===== src/rtl/iafp_pkg.sv =====
// Package for the IMU angle frame parser: frame layout constants,
// result status codes and link levels. No dependencies.
package iafp_pkg;

    localparam int unsigned FRAME_BYTES = 11;

    localparam logic [7:0] HEADER_BYTE       = 8'h55;
    localparam logic [7:0] GAP_LIMIT_RST     = 8'd30;
    localparam logic [7:0] EXPECTED_TYPE_RST = 8'h53;

    localparam logic [3:0] TYPE_POS       = 4'd1;
    localparam logic [3:0] ANGLE_HIGH_POS = 4'd7;
    localparam logic [3:0] ANGLE_LOW_POS  = 4'd8;
    localparam logic [3:0] LAST_POS       = 4'(FRAME_BYTES - 1);
    localparam logic [3:0] HUNT_POS       = 4'd0;

    localparam logic [5:0] DEG_SCALE = 6'd45;

    typedef enum logic {
        OP_BYTE = 1'b0,
        OP_TICK = 1'b1
    } t_op;

    typedef enum logic [1:0] {
        ST_VALID    = 2'd0,
        ST_BAD_TYPE = 2'd1,
        ST_BAD_SUM  = 2'd2,
        ST_TIMEOUT  = 2'd3
    } t_status;

    typedef enum logic [1:0] {
        LINK_SILENT = 2'd0,
        LINK_BYTES  = 2'd1,
        LINK_FRAME  = 2'd2
    } t_link;

    typedef enum logic {
        CFG_GAP_LIMIT     = 1'b0,
        CFG_EXPECTED_TYPE = 1'b1
    } t_cfg_idx;

endpackage


===== src/rtl/iafp_in_if.sv =====
// Input channel of the IMU angle frame parser: one received byte or idle tick per word.
// Depends on iafp_pkg.
interface iafp_in_if;
    import iafp_pkg::*;

    logic       valid;
    logic       ready;
    t_op        op;
    logic [7:0] data_byte;

    modport source (output valid, output op, output data_byte, input ready);
    modport sink   (input valid, input op, input data_byte, output ready);
endinterface


===== src/rtl/iafp_out_if.sv =====
// Result channel of the IMU angle frame parser: frame status, yaw and link state.
// Depends on iafp_pkg.
interface iafp_out_if;
    import iafp_pkg::*;

    logic               valid;
    logic               ready;
    t_status            frame_status;
    logic signed [15:0] yaw_raw;
    logic signed [16:0] yaw_degrees_q8;
    t_link              link_state;

    modport source (output valid, output frame_status, output yaw_raw,
                    output yaw_degrees_q8, output link_state, input ready);
    modport sink   (input valid, input frame_status, input yaw_raw,
                    input yaw_degrees_q8, input link_state, output ready);
endinterface


===== src/rtl/imu_angle_frame_parser_unit.sv =====
// A result word is registered: it is valid in the cycle after the byte or tick that causes it.
// Throughput: one input word per cycle; the output register frees as it is taken,
// so input stalls only while a finished result waits on o_res.ready.
// Reset (synchronous, i_rst_n low): hunting for header, link silent, output empty,
// gap limit 30, expected type 0x53.
// Depends on iafp_pkg, iafp_in_if, iafp_out_if.
module imu_angle_frame_parser_unit (
    input  logic                 i_clk,
    input  logic                 i_rst_n,
    input  logic                 i_cfg_we,
    input  iafp_pkg::t_cfg_idx   i_cfg_idx,
    input  logic [7:0]           i_cfg_data,
    iafp_in_if.sink              i_in,
    iafp_out_if.source           o_res
);
    import iafp_pkg::*;

    logic [7:0] r_gap_limit;
    logic [7:0] r_expected_type;

    logic [3:0] r_byte_idx,   n_byte_idx;
    logic [7:0] r_sum,        n_sum;
    logic [7:0] r_type_byte,  n_type_byte;
    logic [7:0] r_angle_hi,   n_angle_hi;
    logic [7:0] r_angle_lo,   n_angle_lo;
    logic [7:0] r_gap_cnt,    n_gap_cnt;
    t_link      r_link,       n_link;

    logic               r_out_valid;
    t_status            r_status,  n_status;
    logic signed [15:0] r_yaw_raw, n_yaw_raw;
    logic signed [16:0] r_yaw_deg, n_yaw_deg;
    t_link              r_out_link;

    logic               accept;
    logic               res_fire;
    logic [8:0]         gap_next;
    logic signed [15:0] raw_word;
    logic signed [21:0] deg_prod;

    assign i_in.ready = !r_out_valid || o_res.ready;
    assign accept     = i_in.valid && i_in.ready;

    assign gap_next = {1'b0, r_gap_cnt} + 9'd1;
    assign raw_word = $signed({r_angle_hi, r_angle_lo});
    // raw * 45, then >>> 5 by dropping the low bits (floor)
    assign deg_prod = 22'(raw_word) * $signed({16'd0, DEG_SCALE});

    always_comb begin
        n_byte_idx  = r_byte_idx;
        n_sum       = r_sum;
        n_type_byte = r_type_byte;
        n_angle_hi  = r_angle_hi;
        n_angle_lo  = r_angle_lo;
        n_gap_cnt   = r_gap_cnt;
        n_link      = r_link;
        n_status    = ST_VALID;
        n_yaw_raw   = '0;
        n_yaw_deg   = '0;
        res_fire    = 1'b0;

        if (accept) begin
            if (i_in.op == OP_TICK) begin
                if (r_byte_idx != HUNT_POS) begin
                    if (gap_next > {1'b0, r_gap_limit}) begin
                        n_byte_idx = HUNT_POS;
                        n_gap_cnt  = '0;
                        n_status   = ST_TIMEOUT;
                        res_fire   = 1'b1;
                    end else begin
                        n_gap_cnt = gap_next[7:0];
                    end
                end
            end else begin
                if (r_link == LINK_SILENT) begin
                    n_link = LINK_BYTES;
                end
                n_gap_cnt = '0;
                if (r_byte_idx == HUNT_POS) begin
                    if (i_in.data_byte == HEADER_BYTE) begin
                        n_byte_idx = 4'd1;
                        n_sum      = i_in.data_byte;
                    end
                end else if (r_byte_idx < LAST_POS) begin
                    if (r_byte_idx == TYPE_POS)       n_type_byte = i_in.data_byte;
                    if (r_byte_idx == ANGLE_HIGH_POS) n_angle_hi  = i_in.data_byte;
                    if (r_byte_idx == ANGLE_LOW_POS)  n_angle_lo  = i_in.data_byte;
                    n_sum      = r_sum + i_in.data_byte;
                    n_byte_idx = r_byte_idx + 4'd1;
                end else begin
                    // checksum byte closes the frame
                    n_byte_idx = HUNT_POS;
                    res_fire   = 1'b1;
                    if (r_type_byte != r_expected_type) begin
                        n_status = ST_BAD_TYPE;
                    end else if (r_sum != i_in.data_byte) begin
                        n_status = ST_BAD_SUM;
                    end else begin
                        n_link    = LINK_FRAME;
                        n_status  = ST_VALID;
                        n_yaw_raw = raw_word;
                        n_yaw_deg = deg_prod[21:5];
                    end
                end
            end
        end
    end

    always_ff @(posedge i_clk) begin
        if (!i_rst_n) begin
            r_gap_limit     <= GAP_LIMIT_RST;
            r_expected_type <= EXPECTED_TYPE_RST;
        end else if (i_cfg_we) begin
            case (i_cfg_idx)
                CFG_GAP_LIMIT:     r_gap_limit     <= i_cfg_data;
                CFG_EXPECTED_TYPE: r_expected_type <= i_cfg_data;
                default:           r_gap_limit     <= r_gap_limit;
            endcase
        end
    end

    always_ff @(posedge i_clk) begin
        if (!i_rst_n) begin
            r_byte_idx  <= HUNT_POS;
            r_sum       <= '0;
            r_type_byte <= '0;
            r_angle_hi  <= '0;
            r_angle_lo  <= '0;
            r_gap_cnt   <= '0;
            r_link      <= LINK_SILENT;
            r_out_valid <= 1'b0;
        end else begin
            r_byte_idx  <= n_byte_idx;
            r_sum       <= n_sum;
            r_type_byte <= n_type_byte;
            r_angle_hi  <= n_angle_hi;
            r_angle_lo  <= n_angle_lo;
            r_gap_cnt   <= n_gap_cnt;
            r_link      <= n_link;
            if (accept) begin
                r_out_valid <= res_fire;
            end else if (o_res.ready) begin
                r_out_valid <= 1'b0;
            end
        end
    end

    always_ff @(posedge i_clk) begin
        if (res_fire) begin
            r_status   <= n_status;
            r_yaw_raw  <= n_yaw_raw;
            r_yaw_deg  <= n_yaw_deg;
            r_out_link <= n_link;
        end
    end

    assign o_res.valid          = r_out_valid;
    assign o_res.frame_status   = r_status;
    assign o_res.yaw_raw        = r_yaw_raw;
    assign o_res.yaw_degrees_q8 = r_yaw_deg;
    assign o_res.link_state     = r_out_link;

endmodule


===== src/flat_wrapper.sv =====
// flat-port wrapper written by rule: the top's interface ports become plain ports
module imu_angle_frame_parser_unit_flat import iafp_pkg::*;
  (i_clk, i_rst_n, i_cfg_we, i_cfg_idx, i_cfg_data, i_in_valid, i_in_op, i_in_data_byte, i_in_ready, o_res_valid, o_res_frame_status, o_res_yaw_raw, o_res_yaw_degrees_q8, o_res_link_state, o_res_ready);
  iafp_in_if i_in_i ();
  iafp_out_if o_res_i ();
  input  logic i_clk;
  input  logic i_rst_n;
  input  logic i_cfg_we;
  input  iafp_pkg::t_cfg_idx i_cfg_idx;
  input  logic [7:0] i_cfg_data;
  input wire logic [$bits(i_in_i.valid)-1:0] i_in_valid;
  input wire logic [$bits(i_in_i.op)-1:0] i_in_op;
  input wire logic [$bits(i_in_i.data_byte)-1:0] i_in_data_byte;
  output wire logic [$bits(i_in_i.ready)-1:0] i_in_ready;
  output wire logic [$bits(o_res_i.valid)-1:0] o_res_valid;
  output wire logic [$bits(o_res_i.frame_status)-1:0] o_res_frame_status;
  output wire logic [$bits(o_res_i.yaw_raw)-1:0] o_res_yaw_raw;
  output wire logic [$bits(o_res_i.yaw_degrees_q8)-1:0] o_res_yaw_degrees_q8;
  output wire logic [$bits(o_res_i.link_state)-1:0] o_res_link_state;
  input wire logic [$bits(o_res_i.ready)-1:0] o_res_ready;
  assign i_in_i.valid = i_in_valid;
  assign i_in_i.op = i_in_op;
  assign i_in_i.data_byte = i_in_data_byte;
  assign i_in_ready = i_in_i.ready;
  assign o_res_valid = o_res_i.valid;
  assign o_res_frame_status = o_res_i.frame_status;
  assign o_res_yaw_raw = o_res_i.yaw_raw;
  assign o_res_yaw_degrees_q8 = o_res_i.yaw_degrees_q8;
  assign o_res_link_state = o_res_i.link_state;
  assign o_res_i.ready = o_res_ready;
  imu_angle_frame_parser_unit u_core (.i_clk(i_clk), .i_rst_n(i_rst_n), .i_cfg_we(i_cfg_we), .i_cfg_idx(i_cfg_idx), .i_cfg_data(i_cfg_data), .i_in(i_in_i), .o_res(o_res_i));
endmodule

===== config.mk =====
export PLATFORM = sky130hd
export DESIGN_NAME = imu_angle_frame_parser_unit_flat
export DESIGN_NICKNAME = d
export VERILOG_FILES = /design/src/rtl/iafp_pkg.sv /design/src/rtl/iafp_in_if.sv /design/src/rtl/iafp_out_if.sv /design/src/rtl/imu_angle_frame_parser_unit.sv /design/src/flat_wrapper.sv
export SDC_FILE = /design/constraint.sdc
export NUM_CORES = 1
export LEC_CHECK = 0
export ABC_AREA = 0
export BUFFER_PORTS_ARGS = -buffer_cell sky130_fd_sc_hd__buf_2
export CAP_MARGIN = 30
export CORE_AREA = 4 4 123 148
export CTS_CLUSTER_DIAMETER = 120
export DETAILED_ROUTE_END_ITERATION = 12
export DIE_AREA = 0 0 127 152
export SLEW_MARGIN = 0
export SYNTH_ARGS = -nofsm -noshare
export SYNTH_HDL_FRONTEND = slang
export SYNTH_SLANG_ARGS = --single-unit
export TNS_END_PERCENT = 1

===== constraint.sdc =====
create_clock -name i_clk -period 5.7 [get_ports i_clk]
set_input_delay 0.855 -clock i_clk [delete_from_list [all_inputs] [get_ports i_clk]]
set_output_delay 0.855 -clock i_clk [all_outputs]
set_load 0.03 [all_outputs]

==> metrics.log <==
[metrics] outcome: finished, final reports clean
[metrics] number of synthesized flops with an enable pin: 37
[metrics] drt via density: 4.974
[metrics] startpoint-to-endpoint class of the critical path: reg -> reg
[metrics] Clock H-tree levels: 3
[metrics] startpoint class of the critical path: register
[metrics] required time worst endpoint: 5.81 ns
[metrics] area of the die: 19300 µm²
[metrics] number of distinct library cells after synthesis: 66
[metrics] R2R Setup Slk: 1.66 ns
[metrics] CP Cell Sequence: inv_1 -> ha_1 -> inv_1 -> ha_1 -> fa_1 -> inv_1 -> fa_1 -> inv_1 -> ha_1 -> nand4_1 -> or3_1 -> o21bai_2 -> a31oi_1 -> xor2_1 -> nor2_1
[metrics] clock tree from TritonCTS: built
[metrics] post-CTS setup buffer count: 0
[metrics] Avg Cell Area, Syn: 9.917 µm²
[metrics] maximum vdd ir drop: 0.1504 mV
[metrics] maximum clock path buffer count: 2
[metrics] count of final max-slew check failures: 0
[metrics] part of the cycle the worst path needs: between 70% and 80%
[metrics] worst-margin pin slew: roughly 0.93 ns
[metrics] IO Port Bufs: 61
[metrics] leftover overflow at the end of global routing: 0
[metrics] clock edge transition at the registers on the reported setup and hold paths: 0.07 ns
[metrics] worst flop-to-flop path endpoint: u_core.o_res.yaw_degrees_q8[16]$_SDFFCE_PP0P_
[metrics] CP Buf/Inv Count: 4
[metrics] critical path startpoint: u_core.r_angle_hi[6]$_SDFFE_PN0P_
[metrics] final core utilization: 44.55%
[metrics] HPWL Detailed: 10340 µm
[metrics] via count of the routed design: 4681
[metrics] wire length of the first global-routing pass: 23210 µm
[metrics] most numerous cell types in the synthesized netlist: inv_1, ha_1, dfxtp_1, nand2_1, nor2_1
[metrics] sum of routed wire length over all layers: ~13000 µm
[metrics] worst slack on hold paths: 0.4721 ns
[metrics] Hold Buf Count CTS: 0
[metrics] count of boundary I/O pins: 62
[metrics] Final min period: 4.044 ns
[metrics] post-detailed-placement cell area: approximately 7100 µm²
[metrics] number of instances in the synthesized netlist: about 670
[metrics] cell area after synthesis: 6595 µm²
[metrics] Inserted Clock Buffers: 9
[metrics] count of maximum capacitance violations: 0
[metrics] largest net degree at the start of global routing: 63
[metrics] standby leakage power: 3.357 nW
[metrics] site row count: 52
[metrics] Initial Util: 39.29%
[metrics] R2R depth: 15
[metrics] depth of the worst hold-timing path: 2
[metrics] Sequential Area: 2372 µm²
[metrics] logic depth of the worst setup path including buffers: 15
[metrics] sequential share of the synthesized area: 35.97%
[metrics] Mapped Nets: 786
[metrics] drt first-iter violations: around 230
[metrics] area of the core: 16790 µm²
[metrics] net count reported at finish: 841
[metrics] Synth Warn #: 0
[metrics] leading register cell type out of synthesis: dfxtp_1
[metrics] area of all placed cells without fillers: 7478 µm²
[metrics] Post-synth ARST share: 0%
[metrics] Filler Cells Inserted: 1644
[metrics] Reg2Reg Launch Point: u_core.r_angle_hi[6]$_SDFFE_PN0P_
[metrics] ratio of cells with drive above 1 in the final layout: 13.52%
[metrics] Root Buffer Master: clkbuf_16
[metrics] insertion delay of the later-clocked pin in the worst-skew pair: 0.35 ns
[metrics] worst clock skew: 0.007031 ns
[metrics] arrival time reported for the critical path endpoint: 4.15 ns
[metrics] Routed WL per cell: 14.33 µm
[metrics] sum of negative setup slack: 0 ns
[metrics] first drt pass iteration count: 7
[metrics] power density cells: approximately 210 nW/µm²
[metrics] Relative slew margins: 37.74%
[metrics] cell accounting for the most synthesized area: dfxtp_1
[metrics] antenna violation net count after detailed routing: 0
[metrics] total number of clock tree sinks: 100
[metrics] setup repair after global routing missed its margin: false
[metrics] post-placement worst setup slack: 1.601 ns
[metrics] number of failing setup endpoints in the final timing report: 0
[metrics] count of cells resized by post-cts repair: 0
[metrics] die width: 127 µm
[metrics] maximum clock frequency: 0.2473 GHz
[metrics] flops & latches, synth: 100
[metrics] most frequently used cell type in the post-synthesis netlist: inv_1
[metrics] layout overhead on the synthesized area: 13.39%
[metrics] DRC violations left: 0
[metrics] critical path endpoint category: register
[metrics] number of global-route vias before repair: 4750
[metrics] overall track demand over capacity in global routing: 14.64%
[metrics] delay contributed by the slowest stage of the critical path: 0.53 ns
[metrics] area of combinational cells with multiple inputs: 3839 µm²
[metrics] maximum fanout encountered on the critical timing path: 6
[metrics] share of Yosys cell area claimed by the top area cell type: 19.12%
[metrics] class of the worst hold path: reg -> reg
[metrics] Max stage delay cell, worst path: fa_1
[metrics] die boundary height: roughly 150 µm
[metrics] initial antenna violation count: 0
[metrics] hold violation count in the final report: 0
[metrics] synth top area cells: dfxtp_1, edfxtp_1, ha_1
[metrics] most frequent CP cell: inv_1
[metrics] number of antenna diodes: 0
[metrics] routability congestion estimate from global placement: roughly 0.83
[metrics] timing endpoint of the critical path: u_core.o_res.yaw_degrees_q8[16]$_SDFFCE_PP0P_
[metrics] worst-case setup margin in the final layout: 1.656 ns
[metrics] family of cells with the greatest summed delay on the critical path: adder cells
## placed cells by master (no fill, tap or decap), drive strengths merged, types with 25 or more instances in the layout
cell	synthesis	routed
nor2b	32	32
inv	77	77
fa	28	28
nor2	43	43
ha	70	70
o21ai	25	25
buf	9	64
edfxtp	37	37
nand2	53	53
mux2i	26	26
dfxtp	63	63
## cell type report
cell class | instances | share of cell area [%]
Clock inverter | 5 | 1.422
Multi-Input combinational cell | 468 | 51.33
Clock buffer | 11 | 3.396
Timing Repair Buffer | 64 | 4.651
Tap cell | 216 | 3.614
Inverter | 77 | 3.865
Sequential cell | 100 | 31.72
## tightest hold or removal path, cell delays in order, from the launching register on
cell and delay, ns:
dfxtp_1 0.31, nand2_1 0.05, a21boi_0 0.06
## layer usage
layer	vias to the layer above	wire, µm	GRT usage (%)
li1	2375	-	-
met3	12	575	3.230
met4	0	228	4.650
met2	83	6742	25.40
met5	-	0	0
met1	2211	5942	17.97
## power by group
group          switching (W)  leakage [nW]   total, W  internal (W)
clock network       0.000269         0.171   0.000726      0.000457
registers         0.00000361         0.814   0.000745      0.000742
logic              0.0000390          2.37  0.0000639     0.0000249
## stage by stage
step / power (W) / instances
after floorplan: 0.0007996 / 665
after global placement: 0.0008236 / 923
after detailed placement: 0.0008257 / 924
after CTS: 0.001554 / 940
after global routing: 0.001591 / 941
final: 0.001535 / 941
## registers in the layout (all words and copies together), names as in the netlist, 8 cells and up
signal / count
u_core.r_gap_limit: 8
u_core.r_gap_cnt: 8
u_core.r_expected_type: 8
u_core.r_angle_lo: 8
u_core.o_res.yaw_raw: 16
u_core.o_res.yaw_degrees_q8: 17
u_core.r_sum: 8
u_core.r_type_byte: 8
u_core.r_angle_hi: 8
## cells by family (layout without fill, tap and decap cells)
kind of cell / count (synthesis) / count (layout) / share of synthesized area [%]
compound gates: 101 / 101 / 10.89
buf+inv: 97 / 157 / 5.995
simple gates: 204 / 204 / 16.24
mux: 26 / 26 / 3.946
fa+ha+maj: 98 / 98 / 21.78
xor+xnor: 39 / 39 / 5.179
flops: 100 / 100 / 35.97
## worst min path at each step
stage,start,endpoint,slack (ns)
after global placement,u_core.r_gap_limit[5]$_SDFFE_PN0P_,u_core.r_gap_limit[5]$_SDFFE_PN0P_,0.46
after detailed placement,u_core.r_gap_limit[7]$_SDFFE_PN0P_,u_core.r_gap_limit[7]$_SDFFE_PN0P_,0.47
after CTS,u_core.r_gap_limit[7]$_SDFFE_PN0P_,u_core.r_gap_limit[7]$_SDFFE_PN0P_,0.48
after floorplan,u_core.r_gap_limit[7]$_SDFFE_PN0P_,u_core.r_gap_limit[7]$_SDFFE_PN0P_,0.44
after global routing,u_core.r_gap_limit[5]$_SDFFE_PN0P_,u_core.r_gap_limit[5]$_SDFFE_PN0P_,0.51
final,u_core.r_gap_limit[7]$_SDFFE_PN0P_,u_core.r_gap_limit[7]$_SDFFE_PN0P_,0.47
Note: power is estimated with default switching activity, not from simulation.
